## src/rtl/pa_pkg.sv

```systemverilog
// ----------------------------------------------------------------------------
// pa_pkg: shared types and constants of the primitive assembler
// Topology codes, register map, face and queue-entry types.
// ----------------------------------------------------------------------------
package pa_pkg;

  localparam int IDX_W = 32;

  // Topology codes held in the mode register
  localparam logic [3:0] MODE_POINTS     = 4'd0;
  localparam logic [3:0] MODE_LINES      = 4'd1;
  localparam logic [3:0] MODE_LINE_STRIP = 4'd2;
  localparam logic [3:0] MODE_LINE_LOOP  = 4'd3;
  localparam logic [3:0] MODE_TRIANGLES  = 4'd4;
  localparam logic [3:0] MODE_TRI_STRIP  = 4'd5;
  localparam logic [3:0] MODE_TRI_FAN    = 4'd6;
  localparam logic [3:0] MODE_QUADS      = 4'd7;
  localparam logic [3:0] MODE_QUAD_STRIP = 4'd8;

  // Face size codes
  localparam logic [1:0] SIZE_POINT = 2'd1;
  localparam logic [1:0] SIZE_LINE  = 2'd2;
  localparam logic [1:0] SIZE_TRI   = 2'd3;

  // Register indexes (byte address = 4 * index)
  localparam logic [1:0] REG_MODE  = 2'd0;
  localparam logic [1:0] REG_BASE  = 2'd1;
  localparam logic [1:0] REG_LIMIT = 2'd2;

  localparam logic [3:0]       MODE_RESET  = MODE_TRIANGLES;
  localparam logic [IDX_W-1:0] BASE_RESET  = '0;
  localparam logic [IDX_W-1:0] LIMIT_RESET = '1;

  // Position in list wraps at twelve
  localparam logic [3:0] POS_LAST = 4'd11;
  localparam logic [1:0] SEEN_MAX = 2'd3;

  localparam int QUEUE_DEPTH = 4;
  localparam int QPTR_W      = $clog2(QUEUE_DEPTH);
  localparam int QCNT_W      = $clog2(QUEUE_DEPTH + 1);

  typedef struct packed {
    logic [3:0]       mode;
    logic [IDX_W-1:0] base;
    logic [IDX_W-1:0] limit;
  } cfg_t;

  typedef struct packed {
    logic [IDX_W-1:0] a;
    logic [IDX_W-1:0] b;
    logic [IDX_W-1:0] c;
  } face_t;

  // Up to two faces caused by one request, both of the same size
  typedef struct packed {
    logic       f0_ok;
    logic       f1_ok;
    logic [1:0] size;
    face_t      f0;
    face_t      f1;
  } entry_t;

endpackage

```

## src/rtl/pa_front.sv

```systemverilog
// ----------------------------------------------------------------------------
// pa_front: index intake and face classification
// Adds the base vertex, tracks the list history and builds up to two faces.
// ----------------------------------------------------------------------------
module pa_front
  import pa_pkg::*;
(
  input  logic             clk,
  input  logic             rst_n,
  input  cfg_t             cfg,
  input  logic             in_valid,
  output logic             in_stall,
  input  logic [IDX_W-1:0] in_raw_index,
  input  logic             in_end_of_list,
  input  logic             q_full,
  output logic             push,
  output entry_t           push_entry
);

  logic [IDX_W-1:0] first_r, first_nxt;
  logic [IDX_W-1:0] p0_r, p0_nxt, p1_r, p1_nxt, p2_r, p2_nxt;
  logic [3:0]       pos_r, pos_nxt;
  logic [1:0]       seen_r, seen_nxt;

  logic [IDX_W-1:0] idx, first;
  logic             accept;
  logic             want0, want1, cull;
  logic [1:0]       size;
  face_t            f0, f1;

  function automatic logic face_ok(face_t f, logic [1:0] sz, logic do_cull,
                                   logic [IDX_W-1:0] lim);
    logic in_range;
    logic distinct;
    in_range = (f.a < lim) && (sz < SIZE_LINE || f.b < lim) &&
               (sz < SIZE_TRI || f.c < lim);
    distinct = (f.a != f.b) && (f.b != f.c) && (f.a != f.c);
    return in_range && (!do_cull || distinct);
  endfunction

  assign in_stall = q_full;
  assign accept   = in_valid && !in_stall;
  assign idx      = in_raw_index + cfg.base;
  assign first    = (seen_r == 2'd0) ? idx : first_r;

  always_comb begin
    want0 = 1'b0;
    want1 = 1'b0;
    cull  = 1'b0;
    size  = SIZE_TRI;
    f0    = '0;
    f1    = '0;
    case (cfg.mode)
      MODE_POINTS: begin
        size  = SIZE_POINT;
        want0 = 1'b1;
        f0.a  = idx;
      end
      MODE_LINES: begin
        size  = SIZE_LINE;
        want0 = pos_r[0];
        f0.a  = p0_r;
        f0.b  = idx;
      end
      MODE_LINE_STRIP, MODE_LINE_LOOP: begin
        size  = SIZE_LINE;
        want0 = (seen_r != 2'd0);
        f0.a  = p0_r;
        f0.b  = idx;
        want1 = (cfg.mode == MODE_LINE_LOOP) && in_end_of_list && (seen_r >= 2'd2);
        f1.a  = idx;
        f1.b  = first;
      end
      MODE_TRI_STRIP: begin
        cull  = 1'b1;
        want0 = (seen_r >= 2'd2);
        f0.a  = pos_r[0] ? p0_r : p1_r;
        f0.b  = pos_r[0] ? p1_r : p0_r;
        f0.c  = idx;
      end
      MODE_TRI_FAN: begin
        cull  = 1'b1;
        want0 = (seen_r >= 2'd2);
        f0.a  = first;
        f0.b  = p0_r;
        f0.c  = idx;
      end
      MODE_QUADS: begin
        cull  = 1'b1;
        want0 = (pos_r[1:0] == 2'd3);
        want1 = want0;
        f0    = '{a: p2_r, b: p1_r, c: p0_r};
        f1    = '{a: p2_r, b: p0_r, c: idx};
      end
      MODE_QUAD_STRIP: begin
        cull  = 1'b1;
        want0 = (seen_r == SEEN_MAX) && pos_r[0];
        want1 = want0;
        f0    = '{a: p2_r, b: p1_r, c: idx};
        f1    = '{a: p2_r, b: idx, c: p0_r};
      end
      default: begin
        // plain triangle list: every third index, never culled
        want0 = (pos_r == 4'd2) || (pos_r == 4'd5) || (pos_r == 4'd8) ||
                (pos_r == 4'd11);
        f0    = '{a: p1_r, b: p0_r, c: idx};
      end
    endcase
  end

  always_comb begin
    push_entry.size  = size;
    push_entry.f0    = f0;
    push_entry.f1    = f1;
    push_entry.f0_ok = want0 && face_ok(f0, size, cull, cfg.limit);
    push_entry.f1_ok = want1 && face_ok(f1, size, cull, cfg.limit);
  end

  assign push = accept && (push_entry.f0_ok || push_entry.f1_ok);

  always_comb begin
    first_nxt = first_r;
    p0_nxt    = p0_r;
    p1_nxt    = p1_r;
    p2_nxt    = p2_r;
    pos_nxt   = pos_r;
    seen_nxt  = seen_r;
    if (accept) begin
      if (in_end_of_list) begin
        first_nxt = '0;
        p0_nxt    = '0;
        p1_nxt    = '0;
        p2_nxt    = '0;
        pos_nxt   = '0;
        seen_nxt  = '0;
      end else begin
        first_nxt = first;
        p0_nxt    = idx;
        p1_nxt    = p0_r;
        p2_nxt    = p1_r;
        pos_nxt   = (pos_r >= POS_LAST) ? 4'd0 : pos_r + 4'd1;
        seen_nxt  = (seen_r == SEEN_MAX) ? SEEN_MAX : seen_r + 2'd1;
      end
    end
  end

  always_ff @(posedge clk) begin
    if (!rst_n) begin
      first_r <= '0;
      p0_r    <= '0;
      p1_r    <= '0;
      p2_r    <= '0;
      pos_r   <= '0;
      seen_r  <= '0;
    end else begin
      first_r <= first_nxt;
      p0_r    <= p0_nxt;
      p1_r    <= p1_nxt;
      p2_r    <= p2_nxt;
      pos_r   <= pos_nxt;
      seen_r  <= seen_nxt;
    end
  end

endmodule

```

## src/rtl/pa_queue.sv

```systemverilog
// ----------------------------------------------------------------------------
// pa_queue: short face queue between intake and output
// Holds classified entries; head is visible without a read cycle.
// ----------------------------------------------------------------------------
module pa_queue
  import pa_pkg::*;
(
  input  logic   clk,
  input  logic   rst_n,
  input  logic   push,
  input  entry_t push_entry,
  input  logic   pop,
  output entry_t head,
  output logic   empty,
  output logic   full
);

  entry_t            mem [QUEUE_DEPTH];
  logic [QPTR_W-1:0] wr_ptr_r, wr_ptr_nxt, rd_ptr_r, rd_ptr_nxt;
  logic [QCNT_W-1:0] count_r, count_nxt;

  assign empty = (count_r == '0);
  assign full  = (count_r == QCNT_W'(QUEUE_DEPTH));
  assign head  = mem[rd_ptr_r];

  always_comb begin
    wr_ptr_nxt = push ? wr_ptr_r + QPTR_W'(1) : wr_ptr_r;
    rd_ptr_nxt = pop  ? rd_ptr_r + QPTR_W'(1) : rd_ptr_r;
    count_nxt  = count_r;
    if (push && !pop) begin
      count_nxt = count_r + QCNT_W'(1);
    end else if (pop && !push) begin
      count_nxt = count_r - QCNT_W'(1);
    end
  end

  always_ff @(posedge clk) begin
    if (push) begin
      mem[wr_ptr_r] <= push_entry;
    end
  end

  always_ff @(posedge clk) begin
    if (!rst_n) begin
      wr_ptr_r <= '0;
      rd_ptr_r <= '0;
      count_r  <= '0;
    end else begin
      wr_ptr_r <= wr_ptr_nxt;
      rd_ptr_r <= rd_ptr_nxt;
      count_r  <= count_nxt;
    end
  end

endmodule

```

## src/rtl/pa_back.sv

```systemverilog
// ----------------------------------------------------------------------------
// pa_back: face output stage
// Walks the valid faces of the queue head into the output register.
// ----------------------------------------------------------------------------
module pa_back
  import pa_pkg::*;
(
  input  logic             clk,
  input  logic             rst_n,
  input  entry_t           head,
  input  logic             empty,
  output logic             pop,
  output logic             out_valid,
  input  logic             out_stall,
  output logic [IDX_W-1:0] out_vert_a,
  output logic [IDX_W-1:0] out_vert_b,
  output logic [IDX_W-1:0] out_vert_c,
  output logic [1:0]       out_face_size,
  output logic             out_run_last
);

  logic       sel_r, sel_nxt;
  logic       valid_r, valid_nxt;
  face_t      face_r;
  logic [1:0] size_r;
  logic       last_r;

  logic  load, use_f1, is_last;
  face_t face;

  assign use_f1  = sel_r || !head.f0_ok;
  assign is_last = use_f1 || !head.f1_ok;
  assign face    = use_f1 ? head.f1 : head.f0;
  assign load    = !empty && (!valid_r || !out_stall);
  assign pop     = load && is_last;

  always_comb begin
    sel_nxt   = sel_r;
    valid_nxt = valid_r && out_stall;
    if (load) begin
      valid_nxt = 1'b1;
      sel_nxt   = !is_last;
    end
  end

  always_ff @(posedge clk) begin
    if (load) begin
      face_r <= face;
      size_r <= head.size;
      last_r <= is_last;
    end
  end

  always_ff @(posedge clk) begin
    if (!rst_n) begin
      sel_r   <= 1'b0;
      valid_r <= 1'b0;
    end else begin
      sel_r   <= sel_nxt;
      valid_r <= valid_nxt;
    end
  end

  assign out_valid     = valid_r;
  assign out_vert_a    = face_r.a;
  assign out_vert_b    = face_r.b;
  assign out_vert_c    = face_r.c;
  assign out_face_size = size_r;
  assign out_run_last  = last_r;

endmodule

```

## src/rtl/primitive_assembler.sv

```systemverilog
// ----------------------------------------------------------------------------
// primitive_assembler: vertex index stream to points, lines and triangles
// Offsets each index by the base vertex and assembles faces per topology.
// ----------------------------------------------------------------------------
//   channel  | handshake              | payload
//   ---------+------------------------+--------------------------------------
//   in       | in_valid / in_stall    | in_raw_index, in_end_of_list
//   out      | out_valid / out_stall  | out_vert_a/b/c, out_face_size,
//            |                        | out_run_last
//   config   | psel/penable/pwrite    | paddr, pwdata, prdata, pready
//
// One index request is taken per cycle; intake stalls only when the
// four-entry face queue is full, which takes receiver back pressure: no
// topology averages more than one face per request.
// With no back pressure, a request's first face passes through the queue and then the output register.
// Reset (rst_n, synchronous) clears list history, queue and output valid,
// and loads mode = triangles, base = 0, limit = all ones.
// ----------------------------------------------------------------------------
module primitive_assembler
  import pa_pkg::*;
(
  input  logic             clk,
  input  logic             rst_n,
  // index requests
  input  logic             in_valid,
  output logic             in_stall,
  input  logic [IDX_W-1:0] in_raw_index,
  input  logic             in_end_of_list,
  // face results
  output logic             out_valid,
  input  logic             out_stall,
  output logic [IDX_W-1:0] out_vert_a,
  output logic [IDX_W-1:0] out_vert_b,
  output logic [IDX_W-1:0] out_vert_c,
  output logic [1:0]       out_face_size,
  output logic             out_run_last,
  // register port
  input  logic             psel,
  input  logic             penable,
  input  logic             pwrite,
  input  logic [3:0]       paddr,
  input  logic [31:0]      pwdata,
  output logic [31:0]      prdata,
  output logic             pready
);

  cfg_t       cfg_r, cfg_nxt;
  logic [1:0] reg_idx;
  logic       wr_en;

  logic   push, pop, q_empty, q_full;
  entry_t push_entry, head;

  // Register port: word address selects the register, writes complete
  // in the access phase, reads are always ready.
  assign pready  = 1'b1;
  assign reg_idx = paddr[3:2];
  assign wr_en   = psel && penable && pwrite && pready;

  always_comb begin
    cfg_nxt = cfg_r;
    if (wr_en) begin
      case (reg_idx)
        REG_MODE:  cfg_nxt.mode  = pwdata[3:0];
        REG_BASE:  cfg_nxt.base  = pwdata;
        REG_LIMIT: cfg_nxt.limit = pwdata;
        default:   cfg_nxt       = cfg_r;
      endcase
    end
  end

  always_comb begin
    case (reg_idx)
      REG_MODE:  prdata = {28'd0, cfg_r.mode};
      REG_BASE:  prdata = cfg_r.base;
      REG_LIMIT: prdata = cfg_r.limit;
      default:   prdata = '0;
    endcase
  end

  always_ff @(posedge clk) begin
    if (!rst_n) begin
      cfg_r.mode  <= MODE_RESET;
      cfg_r.base  <= BASE_RESET;
      cfg_r.limit <= LIMIT_RESET;
    end else begin
      cfg_r <= cfg_nxt;
    end
  end

  // Front: add base, track history, classify and filter faces
  pa_front u_front (
    .clk            (clk),
    .rst_n          (rst_n),
    .cfg            (cfg_r),
    .in_valid       (in_valid),
    .in_stall       (in_stall),
    .in_raw_index   (in_raw_index),
    .in_end_of_list (in_end_of_list),
    .q_full         (q_full),
    .push           (push),
    .push_entry     (push_entry)
  );

  // Queue: decouple intake from output back pressure
  pa_queue u_queue (
    .clk        (clk),
    .rst_n      (rst_n),
    .push       (push),
    .push_entry (push_entry),
    .pop        (pop),
    .head       (head),
    .empty      (q_empty),
    .full       (q_full)
  );

  // Back: emit the surviving faces one per cycle while out_stall is low
  pa_back u_back (
    .clk           (clk),
    .rst_n         (rst_n),
    .head          (head),
    .empty         (q_empty),
    .pop           (pop),
    .out_valid     (out_valid),
    .out_stall     (out_stall),
    .out_vert_a    (out_vert_a),
    .out_vert_b    (out_vert_b),
    .out_vert_c    (out_vert_c),
    .out_face_size (out_face_size),
    .out_run_last  (out_run_last)
  );

  // A shown face always carries a real size
  a_size_known: assert property (@(posedge clk) disable iff (!rst_n)
    out_valid |-> (out_face_size != 2'd0))
    else $error("face without size");

  // Points carry no second or third vertex
  a_point_clean: assert property (@(posedge clk) disable iff (!rst_n)
    (out_valid && out_face_size == SIZE_POINT) |-> (out_vert_b == '0 && out_vert_c == '0))
    else $error("point with stray vertices");

  // Lines carry no third vertex
  a_line_clean: assert property (@(posedge clk) disable iff (!rst_n)
    (out_valid && out_face_size == SIZE_LINE) |-> (out_vert_c == '0))
    else $error("line with stray third vertex");

  // The queue never takes an entry while full
  a_no_overflow: assert property (@(posedge clk) disable iff (!rst_n)
    q_full |-> !push)
    else $error("queue overflow");

endmodule
```

## config.mk

```make
export PLATFORM = sky130hd
export DESIGN_NAME = primitive_assembler
export DESIGN_NICKNAME = d
export VERILOG_FILES = /design/src/rtl/pa_pkg.sv /design/src/rtl/pa_front.sv /design/src/rtl/pa_queue.sv /design/src/rtl/pa_back.sv /design/src/rtl/primitive_assembler.sv
export SDC_FILE = /design/constraint.sdc
export NUM_CORES = 2
export LEC_CHECK = 0
export CAP_MARGIN = 40
export CORE_ASPECT_RATIO = 0.5
export CORE_MARGIN = 5
export CORE_UTILIZATION = 55
export CTS_CLUSTER_DIAMETER = 120
export DETAILED_ROUTE_END_ITERATION = 6
export DONT_BUFFER_PORTS = 1
export HOLD_SLACK_MARGIN = 0.05
export PLACE_DENSITY_LB_ADDON = 0.12
export SLEW_MARGIN = 10
export SYNTH_ARGS = -nofsm -noshare
export SYNTH_HDL_FRONTEND = slang
export SYNTH_SLANG_ARGS = --single-unit
```

## constraint.sdc

```tcl
create_clock -name clk -period 11.5 [get_ports clk]
set_input_delay 0 -clock clk [delete_from_list [all_inputs] [get_ports clk]]
set_output_delay 0 -clock clk [all_outputs]
set_load 0.005 [all_outputs]
```

==> impl_metrics.ini <==
[cts]
clkTransAtPathRegs_ps = 70
insertion_delay_ps = 780
post-cts-setup-buffers = 0
root_buffer = clkbuf_16
cts_max_level = 3
clockBufferDepth = 3
cts.sinks = 1096
cts_hold_buf = 138
cts-buffers-inserted = 95
cts_resized = 0
cts_tree = done

[detailed_routing]
wirelength_um = 226000
drt_iter0_markers = 7322
drtPass1Iterations = 7
vias = 44200
antenna_left = 0
vias_per_cell = 7.17
wl_per_cell_um = 36.6
drcViolationCount = 7

[grt]
track_usage_pct = 40.2
antenna_found_initial = 32
grt_max_degree = 215
grt_pass1_wl_um = 312000
grt_pass1_vias = 41100
grt-ovfl-total = 0

[flow_run]
cap_violations = 0

[timing]
setup_tns_ps = 0
finClkSkew_ps = 70.7
post-route-period-util_pct = 77.8
drv_slew = 0
rsz0062_at_grt = false
setup_viol = 0
hold_violations = 0
worstMarginPinSlew_ps = 1200
holdWs_ps = 90.2
slew_headroom_pct = 20.0
fmax_mhz = 112
fin_crit_ps = 8940

[power_and_ir_drop]
power_density_nw_per_um2 = 163
leakage_nw = 23.2
p_total_mw = 10.4
vdd_drop_max_v = 0.000140

[logic_synthesis]
synth-seq-cells = 1096
ys_seq_area_share_pct = 54.5
synth-xor-area-share_pct = 1.84
syn_inst = 4525
syn_nets = 4829
synth_top_family_by_area = compound AO/OA/AOI/OAI gates
avgSynthCellArea_sq_um = 12.5
yosys_warnings = 0
synth_edf_count = 883
synthMuxAreaShare_pct = 10.2
synth_top_flop_cell = edfxtp_1
synth_compound_area_share_pct = 14.9
ys_async_sr_fraction_pct = 0
yosys.area_share.simple_pct = 10.4
synth_fa_ha_area_share_pct = 5.08
ys_types = 113
synth_area_sq_um = 56500

[worst_setup_path]
path_buf_inv = 2
slowest_stage = and2_4
path_common_cell = a21o_1
setup.worst_path.end_class = flop
max_stage_delay_ps = 730
worstSetupPathType = reg2reg
critPathRequiredTime_ps = 11890
worst_setup_path_start_kind = flop
worstPathMaxFanout = 50
path_cells = ha_1 -> a21oi_1 -> o21ai_1 -> a221o_1 -> o21ai_0 -> nand3_1 -> a221oi_1 -> a2bb2oi_1 -> inv_1 -> ha_1 -> a21o_1 -> a21o_1 -> a21o_1 -> a21o_1 -> a21o_1 -> a311o_1 -> a31oi_1 -> o2111ai_1 -> a2111o_1 -> a31oi_1 -> o211a_1 -> o21ba_1 -> and2_4 -> buf_12
crit_family = compound AO/OA/AOI/OAI gates
cp_data_arrival_time_ps = 9330

[floorplanning]
floorplan.initialDensity_pct = 55.2
die_y_um = 237
boundaryPins = 210
die-width_um = 463
core_sq_um = 102000
dieArea_sq_um = 110000
rows = 83

[finish]
area_delta_synth_final_pct = 13.0
drive_gt1_share_pct = 16.3
layout.nets = 5026
fillerInstances = 7779

[placed_design]
place.gp.congestion = 1.09
placement.io_buffers = 0
hpwl_um = 162000

[run_status]
violations = DRC
status = finished, violations left

[min_path]
hold_path.class = in2reg
[kinds of logic after synthesis]
logic type,Yosys count
mux,317
compound gates,1231
flops,1096
buf+inv,430
xor+xnor,115
fa+ha+maj,228
simple gates,1107
other cells,1
[registers in the layout, summed over array words and instances (netlist names), named ones only]
signal and flops:
u_queue.rd_ptr_r 2, u_back.out_vert_c 32, u_front.seen_r 2, u_front.pos_r 4, cfg_r 68, u_back.out_vert_b 32, u_back.out_vert_a 32, u_front.p1_r 32
u_back.out_run_last 1, u_front.p2_r 32, u_queue.mem 784, u_back.out_face_size 2, u_queue.wr_ptr_r 2, u_front.first_r 32, u_back.sel_r 1, u_back.out_valid 1
u_queue.count_r 3, u_front.p0_r 32
[cells in the final DEF (no fill, tap or decap), types with 52 or more instances in the layout]
cell	n
a21boi_0	58
nor2b_1	158
xnor2_1	60
mux4_2	196
nor3b_1	56
a21o_1	97
xor2_1	52
nand3_1	66
nand4_1	72
nor2_1	111
a21oi_1	251
clkbuf_16	95
nor3_1	62
dfxtp_1	210
dlygate4sd3_1	136
mux2_2	101
o21ai_0	190
o211ai_1	83
a22oi_1	104
edfxtp_1	883
inv_1	125
buf_4	224
ha_1	226
nand2_1	359
[metrics by stage]
step	cell area, sq um	setup WS [ps]	util (%)	std cells
global route	63800	2350	62.4	6162
CTS	63700	2750	62.3	6152
floorplan	56500	1260	-	4525
global placement	58800	2670	57.5	5796
finish	63800	2560	62.4	6165
detailed placement	59200	2760	57.9	5842
[tightest hold or removal path, delay by kind of cell]
kind | cells | cell delay (ps)
xor+xnor | 1 | 90
fa+ha+maj | 1 | 230
simple gates | 2 | 240
buf+inv | 1 | 160
compound gates | 1 | 60
[area by class of cell]
| class | instances | area (sq um) | area share (%) |
|---|---|---|---|
| Sequential cell | 1096 | 30800 | 48.3 |
| Multi-Input combinational cell | 2999 | 24100 | 37.8 |
| Timing Repair Buffer | 403 | 3630 | 5.70 |
| Clock buffer | 114 | 2450 | 3.84 |
| Tap cell | 1360 | 1700 | 2.67 |
| Clock inverter | 58 | 612 | 0.959 |
| Inverter | 127 | 477 | 0.747 |
| Antenna cell | 8 | 20.0 | 0.0314 |
[metal layers]
| layer | part of all wire [%] | up-vias | track usage [%] |
|---|---|---|---|
| met1 | 41 | 22100 | 59.7 |
| met3 | 18 | 537 | 19.7 |
| met2 | 37 | 3406 | 50.9 |
| met5 | 0.11 | - | 1.04 |
| met4 | 4.0 | 16 | 12.6 |
| li1 | - | 18100 | - |
[synth_stat cells, types with 34 or more instances]
| cell type | number | area (sq um) |
|---|---|---|
| o21ai_0 | 224 | 1120 |
| dfxtp_1 | 213 | 4260 |
| buf_1 | 34 | 128 |
| clkbuf_1 | 215 | 807 |
| nor2b_1 | 160 | 1000 |
| and2_1 | 39 | 244 |
| a21o_1 | 97 | 728 |
| a22oi_1 | 104 | 781 |
| a21oi_1 | 255 | 1280 |
| edfxtp_1 | 883 | 26500 |
| nand2_1 | 362 | 1360 |
| xnor2_1 | 60 | 526 |
| xor2_1 | 52 | 455 |
| mux2_2 | 101 | 1140 |
| nor3b_1 | 59 | 443 |
| nor2_1 | 114 | 428 |
| buf_2 | 44 | 220 |
| inv_1 | 125 | 469 |
| nand4_1 | 72 | 450 |
| mux4_2 | 196 | 4410 |
| ha_1 | 226 | 2830 |
| o211ai_1 | 83 | 623 |
| nor3_1 | 65 | 325 |
| a21boi_0 | 58 | 435 |
| nand3_1 | 66 | 330 |
| a22o_1 | 45 | 394 |
[power by group]
| group | switching [mW] | internal [mW] |
|---|---|---|
| clock network | 1.57 | 1.70 |
| registers | 0.184 | 4.63 |
| logic | 1.28 | 1.04 |
| total | 3.03 | 7.36 |
[worst paths after layout]
kind | start | endpoint | slack (ps) | depth (start not counted)
min | in_raw_index[2] | u_front.p0_r[2]$_SDFFE_PN0P_ | 90 | 6
min reg2reg | cfg_r[48]$_SDFFE_PN0P_ | cfg_r[48]$_SDFFE_PN0P_ | 490 | 2
max reg2reg | cfg_r[38]$_SDFFE_PN0P_ | u_queue.mem[2][2]$_DFFE_PP_ | 2560 | 24
max | cfg_r[38]$_SDFFE_PN0P_ | u_queue.mem[2][2]$_DFFE_PP_ | 2560 | 24
Power figures use the tool's default switching activity.
